`config.mk`:
```
export PLATFORM = sky130hd
export DESIGN_NAME = hid_keyboard_report_differ
export DESIGN_NICKNAME = d
export VERILOG_FILES = /design/src/hkrd_pkg.sv /design/src/hid_keyboard_report_differ.sv /design/src/hkrd_front.sv /design/src/hkrd_queue.sv /design/src/hkrd_back.sv
export SDC_FILE = /design/constraint.sdc
export NUM_CORES = 1
export LEC_CHECK = 0
export ABC_AREA = 1
export BUFFER_PORTS_ARGS = -buffer_cell sky130_fd_sc_hd__clkbuf_2
export CORE_ASPECT_RATIO = 1.2
export CORE_MARGIN = 4
export CORE_UTILIZATION = 35
export CTS_BUF_LIST = sky130_fd_sc_hd__clkbuf_8
export DETAILED_ROUTE_END_ITERATION = 8
export PLACE_DENSITY = 0.58
export SLEW_MARGIN = 20
export SYNTH_ARGS = -nofsm -noshare
export SYNTH_HDL_FRONTEND = slang
export SYNTH_SLANG_ARGS = --single-unit
export TNS_END_PERCENT = 50
```
`constraint.sdc`:
```
create_clock -name clk -period 15.4 [get_ports clk]
set_input_delay 1.54 -clock clk [delete_from_list [all_inputs] [get_ports clk]]
set_output_delay 1.54 -clock clk [all_outputs]
set_load 0.02 [all_outputs]
```
`src/hkrd_pkg.sv`:
```
// shared types and constants for the keyboard report differ
// used by every module under src, no dependencies
`default_nettype none

package hkrd_pkg;

  localparam int SLOT_COUNT     = 6;
  localparam int MIN_REPORT_LEN = 8;
  localparam int EVENT_COUNT    = 2 * SLOT_COUNT;
  localparam int KEY_W          = 8;
  localparam int LEN_W          = 7;
  localparam int MOD_W          = 8;

  // queue depth must stay a power of two, pointers wrap on their own
  localparam int QUEUE_DEPTH = 2;
  localparam int QPTR_W      = $clog2(QUEUE_DEPTH);

  typedef logic [KEY_W-1:0] key_t;

  typedef struct packed {
    key_t             key_slot_0;
    key_t             key_slot_1;
    key_t             key_slot_2;
    key_t             key_slot_3;
    key_t             key_slot_4;
    key_t             key_slot_5;
    logic [LEN_W-1:0] report_length;
    logic [MOD_W-1:0] modifiers;
  } key_report_t;

  typedef struct packed {
    logic             event_valid;
    key_t             key_code;
    logic             pressed;
    logic [MOD_W-1:0] event_modifiers;
    logic             report_ok;
    logic             last;
  } key_event_t;

  // one classified report: low half of the mask is presses, high half releases
  typedef struct packed {
    logic [EVENT_COUNT-1:0]  ev_mask;
    key_t [SLOT_COUNT-1:0]   fresh;
    key_t [SLOT_COUNT-1:0]   held;
    logic [MOD_W-1:0]        mods;
    logic                    ok;
  } diff_entry_t;

endpackage

`default_nettype wire

```
`src/hid_keyboard_report_differ.sv`:
```
// top level of the keyboard report differ
// depends on hkrd_pkg, hkrd_front, hkrd_queue, hkrd_back
//
// report channel: one boot keyboard report per word (six key slots, length,
// modifiers); taken at a clock edge with report_valid high and report_stall low.
// result channel: key event words; result_valid/result_stall, same rule.
// a report shorter than 8 bytes gives one marker word with report_ok low and
// leaves the held keys alone. an accepted report gives one press word per new
// key, then one release word per dropped key, or one marker word if nothing
// changed; the final word of each report has last set.
// the first word of a report passes through the queue, the back end's current entry
// and the output register. the back end gives one word per cycle while result_stall
// is low; a report with n events gives max(n, 1) words, at most 12. the front end takes
// a report every cycle while the two-entry queue has room, so reports keep
// coming in while the output register waits on result_stall.
// a stalled result word holds; everything stops cleanly behind it.
// reset (rst, synchronous) clears the held keys, the queue and the output.
`default_nettype none

module hid_keyboard_report_differ
  import hkrd_pkg::*;
(
  input  logic        clk,
  input  logic        rst,
  input  logic        report_valid,
  output logic        report_stall,
  input  key_report_t report,
  output logic        result_valid,
  input  logic        result_stall,
  output key_event_t  result
);

  logic        push;
  logic        full;
  logic        pop;
  logic        q_valid;
  diff_entry_t wr_entry;
  diff_entry_t rd_entry;

  hkrd_front u_front (
    .clk          (clk),
    .rst          (rst),
    .report_valid (report_valid),
    .report_stall (report_stall),
    .report       (report),
    .full         (full),
    .push         (push),
    .entry        (wr_entry)
  );

  hkrd_queue u_queue (
    .clk      (clk),
    .rst      (rst),
    .push     (push),
    .wr_entry (wr_entry),
    .full     (full),
    .pop      (pop),
    .q_valid  (q_valid),
    .rd_entry (rd_entry)
  );

  hkrd_back u_back (
    .clk          (clk),
    .rst          (rst),
    .q_valid      (q_valid),
    .q_entry      (rd_entry),
    .pop          (pop),
    .result_valid (result_valid),
    .result_stall (result_stall),
    .result       (result)
  );

endmodule

`default_nettype wire

```
`src/hkrd_front.sv`:
```
// front end: accepts reports, keeps the held keys and classifies changes
// depends on hkrd_pkg
`default_nettype none

module hkrd_front
  import hkrd_pkg::*;
(
  input  logic        clk,
  input  logic        rst,
  input  logic        report_valid,
  output logic        report_stall,
  input  key_report_t report,
  input  logic        full,
  output logic        push,
  output diff_entry_t entry
);

  key_t [SLOT_COUNT-1:0]  held;
  key_t [SLOT_COUNT-1:0]  fresh;
  logic [EVENT_COUNT-1:0] mask;
  logic                   ok;
  logic                   found;

  assign report_stall = full;
  assign push         = report_valid && !full;
  assign ok           = report.report_length >= LEN_W'(MIN_REPORT_LEN);

  always_comb begin
    fresh[0] = report.key_slot_0;
    fresh[1] = report.key_slot_1;
    fresh[2] = report.key_slot_2;
    fresh[3] = report.key_slot_3;
    fresh[4] = report.key_slot_4;
    fresh[5] = report.key_slot_5;
  end

  always_comb begin
    mask  = '0;
    found = 1'b0;
    for (int i = 0; i < SLOT_COUNT; i++) begin
      // press: new key not among held keys
      found = 1'b0;
      for (int j = 0; j < SLOT_COUNT; j++) begin
        found = found | (held[j] == fresh[i]);
      end
      mask[i] = (fresh[i] != '0) && !found;
      // release: held key not among new keys
      found = 1'b0;
      for (int j = 0; j < SLOT_COUNT; j++) begin
        found = found | (fresh[j] == held[i]);
      end
      mask[SLOT_COUNT+i] = (held[i] != '0) && !found;
    end
  end

  always_comb begin
    entry.ev_mask = ok ? mask : '0;
    entry.fresh   = fresh;
    entry.held    = held;
    entry.mods    = report.modifiers;
    entry.ok      = ok;
  end

  always_ff @(posedge clk) begin
    if (rst) begin
      held <= '0;
    end else if (push && ok) begin
      held <= fresh;
    end
  end

  a_short_keeps_held: assert property (@(posedge clk) disable iff (rst)
    (push && !ok) |=> $stable(held))
    else $error("held keys changed on a short report");

endmodule

`default_nettype wire

```
`src/hkrd_queue.sv`:
```
// small queue of classified reports between front and back end
// depends on hkrd_pkg
`default_nettype none

module hkrd_queue
  import hkrd_pkg::*;
(
  input  logic        clk,
  input  logic        rst,
  input  logic        push,
  input  diff_entry_t wr_entry,
  output logic        full,
  input  logic        pop,
  output logic        q_valid,
  output diff_entry_t rd_entry
);

  diff_entry_t       mem [QUEUE_DEPTH];
  logic [QPTR_W-1:0] wr_ptr;
  logic [QPTR_W-1:0] rd_ptr;
  logic [QPTR_W:0]   count;

  assign full     = count == (QPTR_W+1)'(QUEUE_DEPTH);
  assign q_valid  = count != '0;
  assign rd_entry = mem[rd_ptr];

  always_ff @(posedge clk) begin
    if (push) begin
      mem[wr_ptr] <= wr_entry;
    end
  end

  always_ff @(posedge clk) begin
    if (rst) begin
      wr_ptr <= '0;
      rd_ptr <= '0;
      count  <= '0;
    end else begin
      if (push) begin
        wr_ptr <= wr_ptr + 1'b1;
      end
      if (pop) begin
        rd_ptr <= rd_ptr + 1'b1;
      end
      case ({push, pop})
        2'b10:   count <= count + 1'b1;
        2'b01:   count <= count - 1'b1;
        default: count <= count;
      endcase
    end
  end

  a_no_overflow: assert property (@(posedge clk) disable iff (rst)
    count <= (QPTR_W+1)'(QUEUE_DEPTH))
    else $error("queue count beyond depth");

  a_no_underflow: assert property (@(posedge clk) disable iff (rst)
    pop |-> count != '0)
    else $error("pop from empty queue");

endmodule

`default_nettype wire

```
`src/hkrd_back.sv`:
```
// back end: walks the event mask of one report, one word per cycle while result_stall is low
// depends on hkrd_pkg
`default_nettype none

module hkrd_back
  import hkrd_pkg::*;
(
  input  logic        clk,
  input  logic        rst,
  input  logic        q_valid,
  input  diff_entry_t q_entry,
  output logic        pop,
  output logic        result_valid,
  input  logic        result_stall,
  output key_event_t  result
);

  logic                   cur_valid;
  diff_entry_t            cur;
  logic [EVENT_COUNT-1:0] rem;
  logic [EVENT_COUNT-1:0] pick;
  logic [EVENT_COUNT-1:0] rest;
  logic                   cur_last;
  logic                   adv;
  logic                   load;
  key_event_t             res;

  // lowest pending event first: presses in slot order, then releases
  assign pick     = rem & (~rem + 1'b1);
  assign rest     = rem & ~pick;
  assign cur_last = rest == '0;
  assign adv      = cur_valid && (!result_valid || !result_stall);
  assign load     = q_valid && (!cur_valid || (adv && cur_last));
  assign pop      = load;

  always_comb begin
    res = '0;
    if (rem == '0) begin
      // marker word
      res.report_ok = cur.ok;
      res.last      = 1'b1;
    end else begin
      res.event_valid     = 1'b1;
      res.event_modifiers = cur.mods;
      res.report_ok       = 1'b1;
      res.last            = cur_last;
      for (int i = 0; i < SLOT_COUNT; i++) begin
        if (pick[i]) begin
          res.key_code = cur.fresh[i];
          res.pressed  = 1'b1;
        end
        if (pick[SLOT_COUNT+i]) begin
          res.key_code = cur.held[i];
        end
      end
    end
  end

  always_ff @(posedge clk) begin
    if (adv) begin
      result <= res;
    end
    if (load) begin
      cur <= q_entry;
      rem <= q_entry.ev_mask;
    end else if (adv) begin
      rem <= rest;
    end
  end

  always_ff @(posedge clk) begin
    if (rst) begin
      cur_valid    <= 1'b0;
      result_valid <= 1'b0;
    end else begin
      if (adv) begin
        result_valid <= 1'b1;
      end else if (!result_stall) begin
        result_valid <= 1'b0;
      end
      if (load) begin
        cur_valid <= 1'b1;
      end else if (adv && cur_last) begin
        cur_valid <= 1'b0;
      end
    end
  end

  a_marker_is_last: assert property (@(posedge clk) disable iff (rst)
    (result_valid && !result.event_valid) |-> result.last)
    else $error("marker word without last");

  a_event_has_key: assert property (@(posedge clk) disable iff (rst)
    (result_valid && result.event_valid) |-> (result.key_code != '0 && result.report_ok))
    else $error("event word with empty key or rejected report");

  a_load_holds: assert property (@(posedge clk) disable iff (rst)
    pop |=> cur_valid)
    else $error("loaded entry not held");

endmodule

`default_nettype wire

```
==> results of run 1 <==
[layout make-up]
cell class / instances / area (sq um) / area share (%)
sequential: 426 / 12250 / 54.73
timing repair buffer: 98 / 523.0 / 2.338
inverter: 127 / 480.5 / 2.148
clock buffer: 73 / 1005 / 4.491
tap: 727 / 909.6 / 4.066
multi-input combinational: 1342 / 6820 / 30.48
clock inverter: 50 / 386.6 / 1.728
antenna: 1 / 2.502 / 0.01119
[sequential cells by signal, summed over array words and instances (netlist names), named ones only]
| register | cells |
|---|---|
| u_back.cur | 105 |
| u_back.cur_valid | 1 |
| u_back.rem | 12 |
| u_back.result | 20 |
| u_back.result_valid | 1 |
| u_front.entry | 48 |
| u_queue.count | 2 |
| u_queue.mem | 234 |
| u_queue.rd_ptr | 1 |
| u_queue.wr_ptr | 1 |
[cells by family (layout without fill, tap and decap cells)]
family	after synthesis	after routing
AND/OR/NAND/NOR	1005	1005
flip-flops	426	426
buffers and inverters	271	348
XOR/XNOR	189	189
AO/OA/AOI/OAI	136	136
multiplexers	11	11
adder cells (fa/ha/maj)	1	1
other	0	1
[cell usage after synthesis (all sizes together)]
cell type  number  share of area, %
nor4           34               1.1
nand3          52               1.3
a211oi          2             0.075
nand4          80               2.5
or2            13              0.41
buf            11              0.34
nor3           31              0.83
nand3b          2             0.075
a21oi          68               1.7
nor2          128               2.5
a221oi          1             0.044
dfxtp          55               5.5
ha              1             0.062
inv           127               2.4
edfxtp        371                55
nand2         662                12
o21ai          64               1.8
xnor2          82               3.6
and3            1             0.031
clkbuf        133               2.5
mux2i          11              0.55
xor2          107               4.7
and2            2             0.062
a41oi           1             0.044
[per-layer routing]
metal  part of all wire [%]  wire (um)  track usage [%]
met1                     40      26250            27.06
met5                      0          0                0
met3                    6.5       4216            3.022
met2                     49      32230            35.60
met4                    3.9       2569            9.087
[final timing paths]
path	start	endpoint	slack [ns]	cells after the start
worst max-delay path	u_back.rem[0]	u_back.cur[56]	11.34	12
worst min-delay path	u_queue.count[1]	u_queue.count[1]	0.49	1
worst max register to register	u_back.rem[0]	u_back.cur[56]	11.34	12
worst min register to register	u_queue.count[1]	u_queue.count[1]	0.49	1
[cells in the final DEF, fill, tap and decap left out, drive strengths merged, types with 64 or more instances in the layout]
cell / Yosys / final
xor2: 107 / 107
clkbuf: 133 / 158
xnor2: 82 / 82
nand4: 80 / 80
a21oi: 68 / 68
edfxtp: 371 / 371
inv: 127 / 146
nor2: 128 / 128
o21ai: 64 / 64
nand2: 662 / 662
[power by group through the flow]
stage | clock (mW) | combinational [mW] | sequential (mW)
after detailed placement | 0 | 1.06 | 2.00
after CTS | 1.02 | 1.06 | 1.97
after floorplan | 0 | 0.760 | 1.84
final | 0.995 | 1.05 | 1.98
after global placement | 0 | 1.04 | 1.99
after global routing | 1.08 | 1.16 | 2.00
[per-stage QoR]
| stage | cell area [sq um] | power (mW) | setup slack, ns | hold slack (ns) |
|---|---|---|---|---|
| 2_1_floorplan | 20070 | 2.604 | 8.253 | 0.4237 |
| 3_3_place_gp | 20980 | 3.026 | 11.34 | 0.4517 |
| 3_5_place_dp | 20980 | 3.052 | 11.31 | 0.4644 |
| 4_1_cts | 22370 | 4.056 | 11.30 | 0.4827 |
| 5_1_grt | 22370 | 4.242 | 10.99 | 0.4976 |
| 6_report | 22370 | 4.020 | 11.34 | 0.4882 |
[worst max-delay path: stages, from the launching register on]
cell and delay, ns:
edfxtp_1 0.61, nor2_4 0.25, nand2_2 0.10, nor2_4 0.33, nand2_1 0.17, nand2_1 0.11, nand2_1 0.06, nor2_1 0.16
nand3_2 0.11, nand2_4 0.10, nand2_4 0.22, inv_4 0.63, buf_4 0.72
==> impl_results.md, run 1 <==
* Status: completed
* Final setup fails at 0
* Combinational cell fraction of total power at 26.0%
* IO buf count at 85
* Reg clk slew, reported paths at 0.08 ns
* #FFs+latches synth at 426
* HP Class: reg -> reg
* Sequential share of the synthesized area at 60.98%
* DR iter-0 viols at 1460
* H-tree levels at 3
* F_max at 246.1 MHz
* CTS tree: done
* Starting Density at 35.63%
* Fin. Hold Viols at 0
* First-pass GRT wire length at 95080 um
* Synth Area in XOR/XNOR at 8.246%
* Distinct cell type count after synthesis at 38
* Critical Path RT at 15.67 ns
* Proportion of layout cells with a drive suffix above 1 at 11.25%
* Max VDD drop at 0.00007506 V
* Number of global-route vias before repair at 14160
* Slew @ Worst Pin at 1.092 ns
* Compound-gate portion of the synthesized area at 3.696%
* Avg Synthesized Cell Area at 9.845 sq um
* P&R area growth vs syn at 11.45%
* Worst Setup Path Type: reg -> reg
* CP endpoint kind: flip-flop
* Largest net degree at the start of global routing at 76
* First-pass DRT Iterations at 7
* Seq pwr share at 49.2%
* Die ar. at 0.06127 sq mm
* Clock share of power at 24.7%
* CTS Sinks at 426
* Core ar. at 0.05634 sq mm
* CTS Hold Bufs at 0
* P_leak at 8.893 nW
* Sw power at 1.493 mW
* Netlist Area Pre-Place at 0.02007 sq mm
* Grt ovf at 0
* Post-Synthesis Cells at 2039
* Worst Skew at 0.04471 ns
* Pwr/cell area at 179.7 mW/mm^2
* Remaining DRCs at 0
* Post-synthesis mux area share at 0.5485%
* Syn_nets at 2107
* CP Launch Type: flip-flop
* # fillers at 5519
* Clk_lat worst skew at 0.68 ns
* Post-DP HPWL at 43390 um
* Final WL at 65270 um
* Placed Instances at 2720
* Longest Clk Path Bufs at 3
* GR Util All Layers at 21.12%
* Post-route ant nets at 0
* Post-synthesis simple-gate area fraction at 21.27%
* Clk root buf: clkbuf_8
* Tcrit/Tclk final at 26.38%
* RSZ-0062 raised after global routing: false
* Fin nets at 2132
* Chip height at 270.3 um
* Net Sw Frac at 37.14%
* Pint at 2.527 mW
* Max Cap Viol at 0
* Rows at 95
* Final min period at 4.063 ns
* Relative slew slack at 26.90%
* IO Count at 89
* Post-CTS Setup Inserts at 0
* Fin. max-slew vios at 0
* Vias at 14560
* Die width at 226.6 um
* Initial antenna violation count at 1
* Max Fanout on Critical Path at 56
* Largest family of logic cells by synthesized area: simple AND/OR/NAND/NOR gates
* Setup Total Neg Slack at 0 ns
* Vias/cell at 5.118
* Wire per inst at 22.95 um
* Gp weighted congestion at 0.9940
* Resized Gates After CTS at 0
* Adder-cell share of the synthesized area at 0.06233%
* Final core utilization at 39.71%
* Arrival time worst endpoint at 4.33 ns
* Final Instance Count excl. Fillers at 2844
* TritonCTS buffer count at 69
* Total number of yosys warnings at 0
(Power assumes the default switching activity.)
==> inputs of run 2 (changes only) <==
==> constraint.sdc (replaced) <==
create_clock -name clk -period 4.2 [get_ports clk]
set_input_delay 0.42 -clock clk [delete_from_list [all_inputs] [get_ports clk]]
set_output_delay 0.42 -clock clk [all_outputs]
set_load 0.02 [all_outputs]
==> run 2 against run 1 <==
Register-to-register slack worse by 10 ns. Cell count is 0.42% higher. Global-route usage is 0.20 points lower. Via count is 0.52% higher. Largest cell class unchanged. Highest routed layer unchanged. Non-clock buffer count is 10 higher. Critical endpoint is now u_back.cur[20].
==> impl_results.md, run 2 (synthesis results as in run 1) <==
* Worst R2R Path Depth at 12
* Fin nets at 2141
* GR Util All Layers at 20.92%
* Critical Path RT at 4.44 ns
* CTS tree: done
* Resized Gates After CTS at 0
* Biggest register: u_queue.mem
* Clk root buf: clkbuf_8
* Gp weighted congestion at 0.9690
* Final WL at 64740 um
* Slew @ Worst Pin at 1.136 ns
* Number of global-route vias before repair at 14330
* DR iter-0 viols at 1105
* Worst Hold End: u_back.result_valid
* Final min period at 3.243 ns
* GR peak layer: met2
* CTS Hold Bufs at 9
* H-tree levels at 3
* Max Cap Viol at 0
* Die ar. at 0.06127 sq mm
* Status: completed
* Post-CTS Setup Inserts at 0
* Placed cell area at 0.02102 sq mm
* Final core utilization at 39.81%
* Hold_sp: result_stall
* Tcrit/Tclk final at 77.21%
* Pwr/cell area at 646.8 mW/mm^2
* M1 GR Usage at 26.92%
* Post-route ant nets at 0
* Final setup fails at 0
* Hold Path Depth at 3
* Vias/cell at 5.123
* Largest net degree at the start of global routing at 118
* CP endpoint kind: flip-flop
* Worst Setup Path Type: reg -> reg
* CP Launch Type: flip-flop
* Max VDD drop at 0.0002214 V
* Arrival time worst endpoint at 3.49 ns
* F_max at 308.4 MHz
* Capturing point of the worst reg2reg path: u_back.cur[20]
* Chip height at 270.3 um
* Remaining DRCs at 0
* P_leak at 8.936 nW
* RSZ-0062 raised after global routing: false
* Starting Density at 35.63%
* Fin. max-slew vios at 0
* Fin. Hold Viols at 0
* Grt ovf at 0
* Global Route met2 Usage at 34.18%
* Reg clk slew, reported paths at 0.06 ns
* IO buf count at 85
* Core ar. at 0.05634 sq mm
* # fillers at 5550
* Commonest non-fill, non-tap cell in the layout: nand2_1
* Commonest non-fill, non-tap cells in the layout: nand2_1, edfxtp_1, inv_1
* P&R area growth vs syn at 11.72%
* Max Fanout on Critical Path at 49
* HP Class: in -> reg
* Vias at 14630
* Multi-input combinational cell area at 0.006820 sq mm
* Clk_lat worst skew at 0.63 ns
* FF+latch area at 0.01225 sq mm
* R2R setup slack at 0.96 ns
* First-pass DRT Iterations at 5
* Proportion of layout cells with a drive suffix above 1 at 10.81%
* Worst Skew at 0.02359 ns
* TritonCTS buffer count at 68
* IO Count at 89
* Relative slew slack at 24.18%
* Rows at 95
* Global Route met3 Usage at 3.555%
* Wire per inst at 22.67 um
* Pwr Total at 14.51 mW
* Initial antenna violation count at 2
* Max reg flops at 234
* Longest Clk Path Bufs at 3
* Post-DP HPWL at 43240 um
* Die width at 226.6 um
* Worst r2r src: u_back.rem[0]
* First-pass GRT wire length at 94830 um
* Fin area at 0.02243 sq mm
* CTS Sinks at 426
-- run 2: how the worst max path moves through the flow --
stage | start | to | slack [ns] | cells past startpoint
2_1_floorplan | u_queue.count[0] | u_queue.mem[0][0] | -1.83 | 2
3_3_place_gp | u_back.rem[0] | u_back.cur[68] | 1.00 | 12
3_5_place_dp | u_back.rem[0] | u_back.cur[68] | 0.94 | 12
4_1_cts | u_back.rem[0] | u_back.cur[68] | 0.93 | 12
5_1_grt | u_back.rem[0] | u_back.cur[9] | 0.67 | 12
6_report | u_back.rem[0] | u_back.cur[20] | 0.96 | 12
-- run 2: critical path, stage by stage, from the launching register on --
cell	delay (ns)
edfxtp_1	0.57
nor2_4	0.24
nand2_2	0.11
nor2_4	0.30
nand2_1	0.16
nand2_1	0.10
nand2_1	0.05
nor2_1	0.15
nand3_2	0.11
nand2_4	0.10
nand2_4	0.21
inv_4	0.21
buf_4	0.54
-- run 2: metrics by stage --
step	setup slack (ns)	std cells	setup TNS [ns]	hold slack (ns)
4_1_cts	0.9340	2855	0	0.06820
3_3_place_gp	1.000	2721	0	0.4644
5_1_grt	0.6659	2856	0	0.1256
6_report	0.9573	2856	0	0.1381
3_5_place_dp	0.9363	2721	0	0.4682
2_1_floorplan	-1.828	2039	-428.63	0.4237
-- run 2: per-layer routing --
layer  wire (um)  part of all wire (%)
met1       26800                    41
met2       31080                    48
met3        3603                   5.6
met4        3258                   5.0
met5           0                     0
-- run 2: cell type report --
cell class,instances,share of cell area [%]
Antenna cell,1,0.01116
Clock buffer,73,4.480
Clock inverter,52,1.367
Inverter,127,2.142
Multi-Input combinational cell,1342,30.41
Sequential cell,426,54.60
Tap cell,727,4.056
Timing Repair Buffer,108,2.934
-- run 2: report_power, final --
part	total, mW	switching, mW	internal, mW
sequential	7.15	0.905	6.25
clock	3.44	1.64	1.81
combinational	3.91	2.80	1.11
total	14.5	5.34	9.16
==> inputs of run 3 (changes only) <==
--- a/config.mk
+++ b/config.mk
@@ -12,7 +12,7 @@
 export CORE_UTILIZATION = 35
 export CTS_BUF_LIST = sky130_fd_sc_hd__clkbuf_8
 export DETAILED_ROUTE_END_ITERATION = 8
-export PLACE_DENSITY = 0.58
+export PLACE_DENSITY = 0.6
 export SLEW_MARGIN = 20
 export SYNTH_ARGS = -nofsm -noshare
 export SYNTH_HDL_FRONTEND = slang
==> constraint.sdc (replaced) <==
create_clock -name clk -period 2.68 [get_ports clk]
set_input_delay 0.268 -clock clk [delete_from_list [all_inputs] [get_ports clk]]
set_output_delay 0.268 -clock clk [all_outputs]
set_load 0.02 [all_outputs]
==> run 3 against run 2 <==
Non-clock buffer count grew 108. Setup slack lost 0.74 ns. Global-route usage grew 0.45 points. Largest cell class unchanged. Highest routed layer unchanged.
==> impl_results.md, run 3 (synthesis results as in run 1) <==
* Status: completed
* Max VDD drop at 0.0004334 V
* Pwr/cell area at 999.7 mW/mm^2
* Vias at 15120
* Clk root buf: clkbuf_8
* FF+latch area at 0.01225 sq mm
* Die width at 226.6 um
* Pint at 14.75 mW
* TritonCTS buffer count at 66
* Fin area at 0.02329 sq mm
* Arrival time worst endpoint at 2.99 ns
* Capturing point of the worst reg2reg path: u_queue.count[1]
* H-tree levels at 3
* Placed Instances at 2820
* Chip height at 270.3 um
* Die ar. at 0.06127 sq mm
* Gp weighted congestion at 0.9768
* Fin nets at 2247
* Final WL at 66740 um
* IO Count at 89
* Worst Skew at 0.03964 ns
* Final setup fails at 0
* Worst Setup Path Type: reg -> reg
* Fin. Hold Viols at 0
* Core ar. at 0.05634 sq mm
* CP endpoint kind: flip-flop
* Post-route ant nets at 0
* Remaining DRCs at 0
* Clk_lat worst skew at 0.63 ns
* First-pass GRT wire length at 96880 um
* Final Instance Count excl. Fillers at 2957
* CP Launch Type: flip-flop
* Number of global-route vias before repair at 14820
* Grt ovf at 0
* DR iter-0 viols at 1254
* Post-DP HPWL at 47300 um
* First-pass DRT Iterations at 5
* Biggest register: u_queue.mem
* Vias/cell at 5.113
* Wire per inst at 22.57 um
* Largest net degree at the start of global routing at 75
* Proportion of layout cells with a drive suffix above 1 at 15.61%
* # fillers at 5350
* Max Cap Viol at 0
* CTS Sinks at 426
* Multi-input combinational cell area at 0.006858 sq mm
* Final min period at 2.461 ns
* Net Sw Frac at 36.63%
* Worst Hold End: u_front.entry[28]
* Hold_sp: report[42]
* Reg clk slew, reported paths at 0.06 ns
* RSZ-0062 raised after global routing: false
* Commonest non-fill, non-tap cell in the layout: nand2_1
* F_max at 406.3 MHz
* IO buf count at 85
* Seq pwr share at 46.5%
* Max reg flops at 234
* Clock share of power at 23.2%
* Slew @ Worst Pin at 0.8419 ns
* Placed cell area at 0.02180 sq mm
* R2R setup slack at 0.22 ns
* Rows at 95
* Worst R2R Path Depth at 16
* Sw power at 8.526 mW
* Relative slew slack at 43.80%
* Combinational cell fraction of total power at 30.3%
* Fin. max-slew vios at 0
* Max Fanout on Critical Path at 5
* Longest Clk Path Bufs at 3
* P_leak at 9.457 nW
* Tcrit/Tclk final at 91.84%
* Commonest non-fill, non-tap cells in the layout: nand2_1, edfxtp_1, inv_1
* Initial antenna violation count at 1
* Critical Path RT at 3.21 ns
* Hold Path Depth at 3
* GR Util All Layers at 21.37%
* CTS tree: done
* HP Class: in -> reg
* Starting Density at 35.63%
* Worst r2r src: u_back.rem[1]
* P&R area growth vs syn at 16.01%
==> run 3: cell types whose count changed in the layout (fill, tap and decap cells not counted), moves of 2 or more <==
cell           before  now
clkinv_1           21   11
buf_4              11  115
nor2_1            121  117
o21ai_1             2    0
clkinvlp_4          0    6
dlygate4sd3_1       9   12
nor2_2              2    5
==> run 3: layout make-up <==
class	count	share of cell area, %
Sequential cell	426	52.59
Multi-Input combinational cell	1342	29.45
Timing Repair Buffer	216	6.394
Clock buffer	73	4.314
Tap cell	727	3.906
Inverter	127	2.069
Clock inverter	45	1.268
Antenna cell	1	0.01075
==> run 3: through the flow <==
step	setup WS [ns]	hold WS (ns)	utilization, %	power [mW]	TNS [ns]
floorplan	-1.036	0.3304	-	14.92	-55.63
global placement	0.1354	0.4483	38.69	17.75	0
detailed placement	0.1508	0.4472	38.69	17.90	0
CTS	0.1327	0.01607	41.21	23.36	0
global route	0.001636	0.04443	41.33	24.54	0
finish	0.2188	0.08280	41.33	23.28	0
==> run 3: worst max-delay path by stage <==
stage | startpoint | slack [ns] | end
after floorplan | u_back.rem[1] | -1.04 | u_queue.count[1]
after global placement | u_back.rem[0] | 0.14 | u_queue.count[1]
after detailed placement | u_back.rem[3] | 0.15 | u_queue.count[1]
after CTS | u_back.rem[3] | 0.13 | u_queue.count[1]
after global routing | u_back.rem[1] | 0.002 | u_queue.count[1]
final | u_back.rem[1] | 0.22 | u_queue.count[1]
==> run 3: repair_timing <==
item | 4_1_cts | 5_1_grt
hold endpoints to repair | 21 | 0
buffers inserted | 0 | 6
gates resized for setup | 0 | 7
hold buffers | 12 | 0
setup endpoints to repair | 0 | 13
==> run 3: routing by layer <==
layer / part of all wire [%] / GRT usage, % / up-vias
met5: 0 / 0 / -
met4: 5.1 / 10.50 / 0
met3: 6.9 / 3.631 / 167
met2: 49 / 35.71 / 659
met1: 39 / 26.71 / 7240
li1: - / - / 7052
==> run 3: critical path, cell delays in order (launching register included) <==
cell and delay (ns):
edfxtp_1 0.45, nor2_4 0.20, buf_4 0.14, inv_1 0.05, nand2_1 0.09, nand4_1 0.19
nor3_4 0.20, nand3_2 0.11, nand2_4 0.09, nand2_4 0.05, clkinvlp_4 0.10, ha_1 0.23
inv_1 0.08, nand2_1 0.07, nor2_2 0.10, o21ai_0 0.08, a21oi_1 0.15
==> run 3: power groups by stage <==
stage | registers [mW] | clock network [mW] | logic (mW)
detailed placement | 10.9 | 0 | 6.96
finish | 10.8 | 5.40 | 7.06
global route | 11.0 | 5.83 | 7.75
CTS | 10.8 | 5.54 | 7.00
global placement | 10.9 | 0 | 6.86
floorplan | 10.5 | 0 | 4.41
